File: config.mk
export PLATFORM = sky130hd
export DESIGN_NAME = caret_color_to_ansi_stream
export DESIGN_NICKNAME = d
export VERILOG_FILES = /design/src/hdl/ccta_pkg.sv /design/src/hdl/ccta_front.sv /design/src/hdl/ccta_queue.sv /design/src/hdl/ccta_back.sv /design/src/hdl/caret_color_to_ansi_stream.sv
export SDC_FILE = /design/constraint.sdc
export NUM_CORES = 1
export LEC_CHECK = 0
export ABC_CLOCK_PERIOD_IN_PS = 10000
export BUFFER_PORTS_ARGS = -buffer_cell sky130_fd_sc_hd__buf_2
export CORE_MARGIN = 2
export CORE_UTILIZATION = 40
export CTS_CLUSTER_SIZE = 20
export DETAILED_ROUTE_END_ITERATION = 12
export HOLD_SLACK_MARGIN = 0.1
export PLACE_DENSITY_LB_ADDON = 0.05
export SKIP_CTS_REPAIR_TIMING = 1
export SLEW_MARGIN = 40
export SYNTH_ARGS = -nofsm -noshare
export SYNTH_HDL_FRONTEND = slang
export SYNTH_SLANG_ARGS = --single-unit
export TNS_END_PERCENT = 10
File: constraint.sdc
create_clock -name clk_i -period 10 [get_ports clk_i]
set_clock_uncertainty 0.15 [all_clocks]
set_input_delay 0.5 -clock clk_i [delete_from_list [all_inputs] [get_ports clk_i]]
set_output_delay 0.5 -clock clk_i [all_outputs]
set_load 0.005 [all_outputs]
File: src/hdl/ccta_pkg.sv
package ccta_pkg;

  localparam int unsigned QUEUE_DEPTH = 2;

  localparam logic [7:0] CH_ESC   = 8'h1B;
  localparam logic [7:0] CH_CARET = 8'h5E;
  localparam logic [7:0] CH_INIT  = 8'h30;
  localparam logic [7:0] CH_X     = 8'h78;

  localparam logic [2:0] ADDR_COLOR = 3'd0;
  localparam logic [2:0] ADDR_MXP   = 3'd4;

  localparam logic [3:0] CLOSE_LEN = 4'd4;

  typedef enum logic [2:0] {
    K_LIT,
    K_COLOR,
    K_ATTR,
    K_RESET_WHITE,
    K_TAG
  } kind_e;

  typedef struct packed {
    kind_e      kind;
    logic [7:0] arg;
    logic       close;
  } job_t;

  function automatic job_t make_job(kind_e kind, logic [7:0] arg);
    job_t j;
    j.kind  = kind;
    j.arg   = arg;
    j.close = 1'b0;
    return j;
  endfunction

  // arg of K_COLOR: bit 3 bold, bits 2:0 color digit
  function automatic job_t ansi_job(logic [7:0] c);
    job_t j;
    case (c)
      "d":      j = make_job(K_COLOR, 8'h00);
      "b":      j = make_job(K_COLOR, 8'h04);
      "E", "c": j = make_job(K_COLOR, 8'h06);
      "g":      j = make_job(K_COLOR, 8'h02);
      "m":      j = make_job(K_COLOR, 8'h05);
      "r":      j = make_job(K_COLOR, 8'h01);
      "w":      j = make_job(K_COLOR, 8'h07);
      "o", "y": j = make_job(K_COLOR, 8'h03);
      "B":      j = make_job(K_COLOR, 8'h0C);
      "e", "C": j = make_job(K_COLOR, 8'h0E);
      "G":      j = make_job(K_COLOR, 8'h0A);
      "M":      j = make_job(K_COLOR, 8'h0D);
      "R":      j = make_job(K_COLOR, 8'h09);
      "W":      j = make_job(K_COLOR, 8'h0F);
      "Y":      j = make_job(K_COLOR, 8'h0B);
      "D":      j = make_job(K_COLOR, 8'h08);
      "@":      j = make_job(K_ATTR, "1");
      "#":      j = make_job(K_ATTR, "5");
      CH_CARET: j = make_job(K_LIT, CH_CARET);
      default:  j = make_job(K_RESET_WHITE, 8'h00);
    endcase
    return j;
  endfunction

  function automatic logic [3:0] kind_len(kind_e kind);
    logic [3:0] n;
    unique case (kind)
      K_LIT:         n = 4'd1;
      K_COLOR:       n = 4'd7;
      K_ATTR:        n = 4'd4;
      K_RESET_WHITE: n = 4'd11;
      K_TAG:         n = 4'd8;
      default:       n = 4'd1;
    endcase
    return n;
  endfunction

  function automatic logic [7:0] kind_byte(kind_e kind, logic [7:0] arg, logic [3:0] idx);
    logic [7:0] b;
    b = arg;
    unique case (kind)
      K_LIT: b = arg;
      K_COLOR: begin
        case (idx)
          4'd0:    b = CH_ESC;
          4'd1:    b = "[";
          4'd2:    b = {7'b0011000, arg[3]};
          4'd3:    b = ";";
          4'd4:    b = "3";
          4'd5:    b = {5'b00110, arg[2:0]};
          default: b = "m";
        endcase
      end
      K_ATTR: begin
        case (idx)
          4'd0:    b = CH_ESC;
          4'd1:    b = "[";
          4'd2:    b = arg;
          default: b = "m";
        endcase
      end
      K_RESET_WHITE: begin
        case (idx)
          4'd0, 4'd4: b = CH_ESC;
          4'd1, 4'd5: b = "[";
          4'd2, 4'd6: b = "0";
          4'd7:       b = ";";
          4'd8:       b = "3";
          4'd9:       b = "7";
          default:    b = "m";
        endcase
      end
      K_TAG: begin
        case (idx)
          4'd0:    b = CH_ESC;
          4'd1:    b = "[";
          4'd2:    b = "4";
          4'd3:    b = "z";
          4'd4:    b = "<";
          4'd5:    b = "c";
          4'd6:    b = {5'b00110, arg[2:0]};
          default: b = ">";
        endcase
      end
      default: b = arg;
    endcase
    return b;
  endfunction

  function automatic logic [7:0] close_byte(logic [3:0] idx);
    logic [7:0] b;
    case (idx)
      4'd0:    b = CH_ESC;
      4'd1:    b = "[";
      4'd2:    b = "3";
      default: b = "z";
    endcase
    return b;
  endfunction

endpackage

File: src/hdl/ccta_front.sv
module ccta_front
  import ccta_pkg::*;
(
  input  logic       clk_i,
  input  logic       rst_ni,
  input  logic       color_en_i,
  input  logic       mxp_en_i,
  input  logic       in_valid_i,
  input  logic       full_i,
  input  logic       req_type_i,
  input  logic [7:0] char_in_i,
  output logic       push_o,
  output job_t       job_o
);

  logic       caret_q, caret_d;
  logic [7:0] prev_q, prev_d;
  logic       open_q, open_d;
  logic       accept;
  logic       emit;
  logic [7:0] code;
  logic       gen;
  job_t       lit_job;
  job_t       code_job;

  assign accept = in_valid_i & ~full_i;

  always_comb begin
    code_job = ansi_job(code);
    open_d   = open_q;
    if (mxp_en_i) begin
      case (code)
        "l": code_job = make_job(K_TAG, 8'h01);
        "e": code_job = make_job(K_TAG, 8'h02);
        "p": code_job = make_job(K_TAG, 8'h03);
        "s": code_job = make_job(K_TAG, 8'h04);
        "E": code_job = make_job(K_TAG, 8'h05);
        "o": code_job = make_job(K_TAG, 8'h06);
        default: code_job = ansi_job(code);
      endcase
      if (code_job.kind == K_TAG) begin
        open_d = 1'b1;
      end else if (code != CH_CARET) begin
        code_job.close = open_q;
        open_d         = 1'b0;
      end
    end
    if (!emit) begin
      open_d = open_q;
    end
  end

  always_comb begin
    caret_d = caret_q;
    prev_d  = prev_q;
    emit    = 1'b0;
    gen     = 1'b0;
    code    = char_in_i;
    lit_job = make_job(K_LIT, char_in_i);
    if (req_type_i) begin
      code    = CH_X;
      emit    = color_en_i;
      caret_d = 1'b0;
      prev_d  = CH_INIT;
    end else if (caret_q) begin
      caret_d = 1'b0;
      if (color_en_i) begin
        emit   = (char_in_i != prev_q) || (prev_q == CH_CARET);
        prev_d = char_in_i;
      end else if (char_in_i == CH_CARET) begin
        gen = 1'b1;
      end
    end else if (char_in_i == CH_CARET) begin
      caret_d = 1'b1;
    end else begin
      gen = 1'b1;
    end
  end

  assign push_o = accept & (emit | gen);
  assign job_o  = emit ? code_job : lit_job;

  always_ff @(posedge clk_i or negedge rst_ni) begin
    if (!rst_ni) begin
      caret_q <= 1'b0;
      prev_q  <= CH_INIT;
      open_q  <= 1'b0;
    end else if (accept) begin
      caret_q <= caret_d;
      prev_q  <= prev_d;
      open_q  <= open_d;
    end
  end

endmodule

File: src/hdl/ccta_queue.sv
module ccta_queue
  import ccta_pkg::*;
#(
  parameter int unsigned DEPTH = QUEUE_DEPTH
) (
  input  logic clk_i,
  input  logic rst_ni,
  input  logic push_i,
  input  job_t job_i,
  input  logic pop_i,
  output logic full_o,
  output logic valid_o,
  output job_t job_o
);

  localparam int unsigned PTR_W = (DEPTH > 1) ? $clog2(DEPTH) : 1;
  localparam int unsigned CNT_W = $clog2(DEPTH + 1);

  job_t             mem_q [DEPTH];
  logic [PTR_W-1:0] wr_q, wr_d;
  logic [PTR_W-1:0] rd_q, rd_d;
  logic [CNT_W-1:0] cnt_q, cnt_d;

  assign full_o  = (cnt_q == CNT_W'(DEPTH));
  assign valid_o = (cnt_q != '0);
  assign job_o   = mem_q[rd_q];

  always_comb begin
    wr_d  = wr_q;
    rd_d  = rd_q;
    cnt_d = cnt_q;
    if (push_i) begin
      wr_d = (wr_q == PTR_W'(DEPTH - 1)) ? '0 : wr_q + 1'b1;
    end
    if (pop_i) begin
      rd_d = (rd_q == PTR_W'(DEPTH - 1)) ? '0 : rd_q + 1'b1;
    end
    if (push_i && !pop_i) begin
      cnt_d = cnt_q + 1'b1;
    end else if (pop_i && !push_i) begin
      cnt_d = cnt_q - 1'b1;
    end
  end

  always_ff @(posedge clk_i or negedge rst_ni) begin
    if (!rst_ni) begin
      wr_q  <= '0;
      rd_q  <= '0;
      cnt_q <= '0;
    end else begin
      wr_q  <= wr_d;
      rd_q  <= rd_d;
      cnt_q <= cnt_d;
    end
  end

  always_ff @(posedge clk_i) begin
    if (push_i) begin
      mem_q[wr_q] <= job_i;
    end
  end

endmodule

File: src/hdl/ccta_back.sv
module ccta_back
  import ccta_pkg::*;
(
  input  logic       clk_i,
  input  logic       rst_ni,
  input  logic       valid_i,
  input  job_t       job_i,
  output logic       pop_o,
  input  logic       out_stall_i,
  output logic       out_valid_o,
  output logic [7:0] out_byte_o,
  output logic       run_last_o
);

  logic       valid_q;
  logic [7:0] byte_q, byte_d;
  logic       last_q, last_d;
  logic [3:0] pos_q, pos_d;
  logic [3:0] total;
  logic [3:0] rel;
  logic       advance;

  assign advance = valid_i & (~valid_q | ~out_stall_i);
  assign total   = job_i.close ? kind_len(job_i.kind) + CLOSE_LEN : kind_len(job_i.kind);
  assign rel     = job_i.close ? pos_q - CLOSE_LEN : pos_q;

  always_comb begin
    if (job_i.close && pos_q < CLOSE_LEN) begin
      byte_d = close_byte(pos_q);
    end else begin
      byte_d = kind_byte(job_i.kind, job_i.arg, rel);
    end
    last_d = (pos_q == total - 4'd1);
    pos_d  = pos_q;
    if (advance) begin
      pos_d = last_d ? 4'd0 : pos_q + 4'd1;
    end
  end

  assign pop_o = advance & last_d;

  always_ff @(posedge clk_i or negedge rst_ni) begin
    if (!rst_ni) begin
      valid_q <= 1'b0;
      pos_q   <= 4'd0;
    end else begin
      pos_q <= pos_d;
      if (advance) begin
        valid_q <= 1'b1;
      end else if (!out_stall_i) begin
        valid_q <= 1'b0;
      end
    end
  end

  always_ff @(posedge clk_i) begin
    if (advance) begin
      byte_q <= byte_d;
      last_q <= last_d;
    end
  end

  assign out_valid_o = valid_q;
  assign out_byte_o  = byte_q;
  assign run_last_o  = last_q;

endmodule

File: src/hdl/caret_color_to_ansi_stream.sv
// An accepted word is written into the job queue, from which the expander registers its first output byte.
// Throughput: one input word per cycle for plain text, and one byte per cycle of an
// escape run of n bytes (up to 15) from the expander, while out_stall_i is low.
// Input stalls only when the job queue between classifier and expander is full.
// Reset (rst_ni low, asynchronous): no caret pending, last code '0', no MXP tag open,
// color_enable 1, mxp_enable 0, queue and output register empty.
module caret_color_to_ansi_stream
  import ccta_pkg::*;
#(
  parameter int unsigned QueueDepth = QUEUE_DEPTH
) (
  input  logic        clk_i,
  input  logic        rst_ni,
  input  logic        psel,
  input  logic        penable,
  input  logic        pwrite,
  input  logic [2:0]  paddr,
  input  logic [31:0] pwdata,
  output logic [31:0] prdata,
  output logic        pready,
  input  logic        in_valid_i,
  output logic        in_stall_o,
  input  logic        req_type_i,
  input  logic [7:0]  char_in_i,
  output logic        out_valid_o,
  input  logic        out_stall_i,
  output logic [7:0]  out_byte_o,
  output logic        run_last_o
);

  logic color_en_q;
  logic mxp_en_q;
  logic wr_en;
  logic full;
  logic push;
  logic pop;
  logic q_valid;
  job_t job_in;
  job_t job_head;

  assign pready = 1'b1;
  assign wr_en  = psel & penable & pwrite;

  always_ff @(posedge clk_i or negedge rst_ni) begin
    if (!rst_ni) begin
      color_en_q <= 1'b1;
      mxp_en_q   <= 1'b0;
    end else if (wr_en) begin
      if (paddr == ADDR_COLOR) begin
        color_en_q <= pwdata[0];
      end
      if (paddr == ADDR_MXP) begin
        mxp_en_q <= pwdata[0];
      end
    end
  end

  always_comb begin
    prdata = '0;
    if (paddr == ADDR_COLOR) begin
      prdata = {31'd0, color_en_q};
    end else if (paddr == ADDR_MXP) begin
      prdata = {31'd0, mxp_en_q};
    end
  end

  assign in_stall_o = full;

  ccta_front u_front (
    .clk_i      (clk_i),
    .rst_ni     (rst_ni),
    .color_en_i (color_en_q),
    .mxp_en_i   (mxp_en_q),
    .in_valid_i (in_valid_i),
    .full_i     (full),
    .req_type_i (req_type_i),
    .char_in_i  (char_in_i),
    .push_o     (push),
    .job_o      (job_in)
  );

  ccta_queue #(
    .DEPTH (QueueDepth)
  ) u_queue (
    .clk_i   (clk_i),
    .rst_ni  (rst_ni),
    .push_i  (push),
    .job_i   (job_in),
    .pop_i   (pop),
    .full_o  (full),
    .valid_o (q_valid),
    .job_o   (job_head)
  );

  ccta_back u_back (
    .clk_i       (clk_i),
    .rst_ni      (rst_ni),
    .valid_i     (q_valid),
    .job_i       (job_head),
    .pop_o       (pop),
    .out_stall_i (out_stall_i),
    .out_valid_o (out_valid_o),
    .out_byte_o  (out_byte_o),
    .run_last_o  (run_last_o)
  );

endmodule

== Word level (Yosys, flattened, before mapping) ==
Memories as Yosys holds them, arrays and structs flattened.
Index checks and enable logic that the tools add are counted.
Storage, ports and cells
  RAM bits: 24
  memories: 2
  register bits after elaboration: 30
  word-level logic and storage cells: 144
  output and inout bits: 44
  bits of input ports: 51
  bits in read-only memories: 112
Memory list
  (no name shown): depth 16, width 7, rd ports 1, clocked after Yosys merged registers in 0, write ports 0, line ccta_pkg.sv:103  | case (idx)
  u_queue.mem_q: depth 2, width 12, rd ports 1, clocked after Yosys merged registers in 0, write ports 1, line ccta_queue.sv:19  | job_t mem_q [DEPTH];
Operators by class
  reductions and logical operators: 21
  magnitude comparators: 1
  bitwise logic cells: 11
  multiplexer cells: 43
  equality and inequality tests: 46
  add/subtract/negate cells: 8
Operators by type and width (number)
  11-bit case mux with 19 select lines: 1
  8-bit by 7-bit == test with 1-bit output (second input constant): 26
  12-bit case mux with 6 select lines: 1
  7-bit case mux with 7 select lines: 1
  7-bit case mux with 6 select lines: 1
  8-bit two-way mux: 5
  12-bit two-way mux: 3
  8-bit case mux with 4 select lines: 1
  8-bit case mux with 3 select lines: 1
  1-bit two-way mux: 22
  7-bit case mux with 3 select lines: 1
  4-bit case mux with 4 select lines: 1
  4-bit by 2-bit == test with 1-bit output (second input constant): 3
  4-bit by 3-bit == test with 1-bit output (second input constant): 3
  4-bit two-way mux: 3
  2-bit nonzero test: 5
  3-bit == test (second input constant): 3
  4-bit by 1-bit == test with 1-bit output (second input constant): 2
  8-bit by 6-bit == test with 1-bit output (second input constant): 1
  4-bit logical NOT: 2
  8-bit by 7-bit inequality test with 1-bit output (second input constant): 1
  8-bit inequality test: 1
  1-bit AND: 6
  3-bit by 2-bit == test with 1-bit output (second input constant): 2
  other kinds (23): 34

== Depth between registers and ports, before layout ==
  depth in word-level cells: 11
  depth in mapped cells: 16
  gate-level depth less buffers: 15

== By module ==
From an unflattened synthesis, not the netlist that was laid out.
Unflattened totals
  cells, all modules: 484
  area total of the unflattened synthesis: 4426.7 sq um
By module, submodules not included
  ccta_back: cells an instance 215, times used 1, area each 1642.8 sq um, sequential area each 395.4 sq um
  ccta_front: cells an instance 173, times used 1, area each 1320.0 sq um, sequential area each 252.7 sq um
  ccta_queue: cells an instance 53, times used 1, area each 1089.8 sq um, sequential area each 820.8 sq um
  caret_color_to_ansi_stream: cells an instance 43, times used 1, area each 374.1 sq um, sequential area each 51.3 sq um

== Worst setup path before layout ==
OpenSTA, ideal clock, no wires.
  kind: register -> register
  start point: reg u_queue.rd_q
  end point: reg u_queue.cnt_q[1]
  cell stages (with the launch flop): 16
  setup time: 79 ps
  data required time: 9771 ps
  arrival time: 3205 ps
  setup slack: 6566 ps
  buffers on the path: 1
  period minus slack after synthesis: 3434 ps
  cells stage by stage: dfrtp_1 -> buf_6 -> nor4b_1 -> a21oi_1 -> and2_1 -> ha_1 -> or4_4 -> nand3_1 -> nor4b_1 -> a22oi_1 -> mux2i_1 -> nand2_1 -> ha_1 -> xor2_1 -> nor2_1 -> xor2_1
On the way
  cells in the longest elaborated chain, start to end: 11
  elaborated cells on any way between the ends: 16
  classes of those cells: add/sub (2); eq/ne (5); mux (3); bitwise (1); reduce/logical (4); memory (1)
Ends and longest elaborated chain
  from (decl): line ccta_queue.sv:21  | logic [PTR_W-1:0] rd_q, rd_d;
  from (signal assigned): line ccta_queue.sv:52  | rd_q <= rd_d;
  memory 2 x 12 bit (*)
  3-bit == test, or another cell as far along: line ccta_pkg.sv:67  | unique case (kind)
  4-bit case mux with 4 select lines: line ccta_pkg.sv:67
  4-bit by 3-bit adder with 4-bit output: line ccta_back.sv:24  | assign total = job_i.close ? kind_len(job_i.kind) + CLOSE_LEN : kind_len(job_i.kind);
  4-bit two-way mux (*): line ccta_back.sv:24
  4-bit by 1-bit subtractor with 4-bit output (*): line ccta_back.sv:33  | last_d = (pos_q == total - 4'd1);
  4-bit == test (*): line ccta_back.sv:33
  named net u_back.last_d: line ccta_back.sv:17  | logic last_q, last_d;
  1-bit AND (*): line ccta_back.sv:40  | assign pop_o = advance & last_d;
  1-bit logical NOT: line ccta_queue.sv:38  | if (push_i && !pop_i) begin
  1-bit logical AND: line ccta_queue.sv:38
  2-bit two-way mux or 2-bit nonzero test (tied branches)
  to (signal assigned): line ccta_queue.sv:53  | cnt_q <= cnt_d;
  to (decl): line ccta_queue.sv:22  | logic [CNT_W-1:0] cnt_q, cnt_d;
Mark *: on every way through the listed nets, which the timed path passes. The rest lies on a longest branch.
A chain may end at the register's enable or synchronous reset.

== Worst setup path in the final report ==
Same ends and word-level chain as after synthesis.

==> results.py <==
metrics = {
    "routing": {
        "drt_iter0_markers": 176,
        "drt_wl_total_mm": 10.9,
        "viasPerCell": 5.76,
        "drt_pass1_iterations": 4,
        "wire_per_inst_um": 16.9,
        "ant_nets": 0,
        "vias": 3712,
        "drc": 0,
    },
    "clocking": {
        "cts_root_buffer": "clkbuf_8",
        "clk_pin_slew_ps": 100,
        "cts_tree": "built",
        "cts_num_sinks": 54,
        "clk_latency_ps": 320,
        "cts_max_path_buffers": 2,
        "htreeDepth": 2,
        "cts_buffers": 5,
    },
    "power": {
        "peakVddDrop_uv": 86.2,
        "combPwrFrac_pct": 50.5,
        "powerDensity_nw_per_um2": 233,
        "clkPwrFrac_pct": 13.7,
        "netSwitchingPower_mw": 0.473,
        "total_power_mw": 1.07,
        "p_int_mw": 0.596,
        "p_leak_nw": 1.72,
        "p_seq_share_pct": 35.8,
        "swShare_pct": 44.2,
    },
    "synth": {
        "ys_ff_latch": 54,
        "synth_area_per_cell_um2": 8.91,
        "ys_types": 76,
        "async_flop_share_pct": 38.9,
        "netlist_area_um2": 4390,
        "yosys_warnings": 0,
        "synthCells": 493,
        "seq_area_frac_synth_pct": 34.6,
        "synth_edf_count": 33,
        "synthFlopType": "edfxtp_1",
    },
    "setup_path": {
        "cp_top_family": "simple AND/OR/NAND/NOR gates",
        "start_kind": "flop",
        "cp_cell_sequence": "nor4b_1 > a21oi_2 > and2_1 > ha_1 > or4_4 > nand3_1 > nor4b_1 > a22oi_1 > mux2i_1 > nand2_1 > ha_1 > xor2_1 > nor2_1 > xor2_1",
        "critPathKind": "reg -> reg",
        "crit_fanout": 24,
        "cp.buffers_inverters": 0,
        "cp_data_required_time_ps": 10100,
        "worstPathArrival_ps": 4460,
        "critPathMaxStageDelay_ps": 620,
        "critPathCaptureType": "flop",
        "critPathSlowestCell": "or4_4",
    },
    "placement": {
        "routabilityCongestion": 0.891,
        "dpl.hpwl_mm": 8.01,
        "numPortBuffers": 31,
        "dpl_cell_area_um2": 4460,
    },
    "sta": {
        "final.period_utilization_pct": 43.7,
        "holdWs_ps": 244,
        "fmax_mhz": 229,
        "slew_headroom_pct": 45.3,
        "period_needed_ps": 4370,
        "rsz0062_at_grt": "false",
        "tightest_slew_ps": 815,
        "final_hold_viol_count": 0,
        "maxSlewViolCount": 0,
        "finalSetupViolCount": 0,
        "setup_tns_ps": 0,
    },
    "global_routing": {
        "grt.total_usage_pct": 19.1,
        "grt_pass1_vias": 3413,
        "overflow": 0,
        "grt_max_degree": 25,
        "antenna_found_initial": 0,
        "grt_pass1_wl_mm": 17.7,
    },
    "cells_and_area": {
        "area_delta_synth_final_pct": 4.42,
        "final_common_cell": "nand2_1",
        "seq_area_um2": 1520,
        "drive_gt1_share_pct": 14.3,
        "fillers": 1063,
        "antennaDiodeCount": 0,
        "layout.nets": 562,
        "final_cell_mix": "nand2_1, nor2_1, edfxtp_1, conb_1, buf_2",
        "final_area_um2": 4580,
        "multiInputGateArea_um2": 2550,
    },
    "floorplanning": {
        "coreArea_um2": 10800,
        "fp-row-count": 38,
        "dieArea_um2": 11800,
        "die_h_um": 109,
        "fp.dieW_um": 109,
        "pin_count": 95,
        "floorplan.initialDensity_pct": 40.7,
    },
    "worst_hold_path": {
        "holdCritPathClass": "in -> reg",
    },
    "run_status": {
        "outcome": "complete, no violations",
    },
    "flow_run": {
        "cap_violations": 0,
    },
}
-- per-layer routing --
layer | wire length, µm | up-vias | GRT usage [%]
met5 | 0 | - | 0
met4 | 241 | 0 | 7.60
met3 | 562 | 16 | 2.87
met2 | 5400 | 134 | 32.3
met1 | 4690 | 1765 | 24.6
li1 | - | 1797 | -
-- layout make-up --
class                           count  area share, %
Inverter                           15           1.23
Multi-Input combinational cell    394           55.6
Clock inverter                      2          0.819
Sequential cell                    54           33.2
Clock buffer                        6           1.58
Timing Repair Buffer               33           3.77
Tap cell                          140           3.82
-- cells by family after synthesis --
logic type / after synthesis / synth area share, %
adders and majority gates: 8 / 2.28
buffers and inverters: 75 / 10.2
xor gates and xnor gates: 23 / 4.59
muxes: 25 / 6.55
and+or+nand+nor: 177 / 21.2
AOI/OAI and AO/OA: 129 / 20.4
DFF: 54 / 34.6
other: 2 / 0.171
-- synthesized netlist by cell type, drive strengths merged, types with 5 or more instances --
master	number	share of area, %
nand3	18	2.1
clkbuf	15	1.3
mux2i	18	4.7
nand4	8	1.5
a211oi	5	0.86
dfrtp	18	10
a21oi	22	2.5
nor4b	5	1.3
inv	13	1.1
nor4	7	1.0
and2	6	0.86
mux2	7	1.9
o31ai	8	1.4
nor2	37	3.2
edfxtp	33	23
xor2	8	1.6
buf	45	7.6
o21ai	34	3.9
o22ai	5	0.71
nor3	14	1.6
ha	8	2.3
nand2b	6	0.86
nor2b	8	1.1
nand2	50	4.3
a31oi	8	1.3
xnor2	15	3.0
-- flip-flops by register name (all words and copies together), names as in the netlist --
register,count
u_queue.mem_q,24
u_back.out_byte_o,8
u_front.prev_q,8
u_back.pos_q,4
u_queue.cnt_q,2
color_en_q,1
mxp_en_q,1
u_back.out_valid_o,1
u_back.run_last_o,1
u_front.caret_q,1
u_front.open_q,1
u_queue.rd_q,1
u_queue.wr_q,1
-- metrics by stage --
step	setup slack [ps]	utilization, %	instances
6_report	5630	42.5	644
5_1_grt	5320	42.5	644
4_1_cts	5580	42.3	643
3_5_place_dp	5600	41.3	635
3_3_place_gp	5330	41.2	635
2_1_floorplan	6570	-	523
-- power by group through the flow --
stage	Combinational, mW	Sequential [mW]	Clock (mW)
2_1_floorplan	0.430	0.358	0
3_3_place_gp	0.532	0.385	0
3_5_place_dp	0.531	0.388	0
4_1_cts	0.533	0.383	0.154
5_1_grt	0.599	0.395	0.162
6_report	0.539	0.383	0.147
-- worst paths after layout --
check / cells after the start / end / start / slack, ps
hold / removal: 3 / u_back.out_valid_o / out_stall_i / 240
max in group asynchronous: 2 / u_queue.rd_q / rst_ni / 8770
hold reg to reg: 2 / u_back.out_valid_o / u_back.out_valid_o / 340
setup reg to reg: 14 / u_queue.cnt_q[1] / u_queue.rd_q / 5630
min in group asynchronous: 2 / u_back.pos_q[0] / rst_ni / 540
setup / recovery: 14 / u_queue.cnt_q[1] / u_queue.rd_q / 5630
-- tightest hold or removal path: stages --
cell	delay (ps)
buf_2	70
nand2_1	60
nand2_1	50
(Power assumes the default switching activity.)
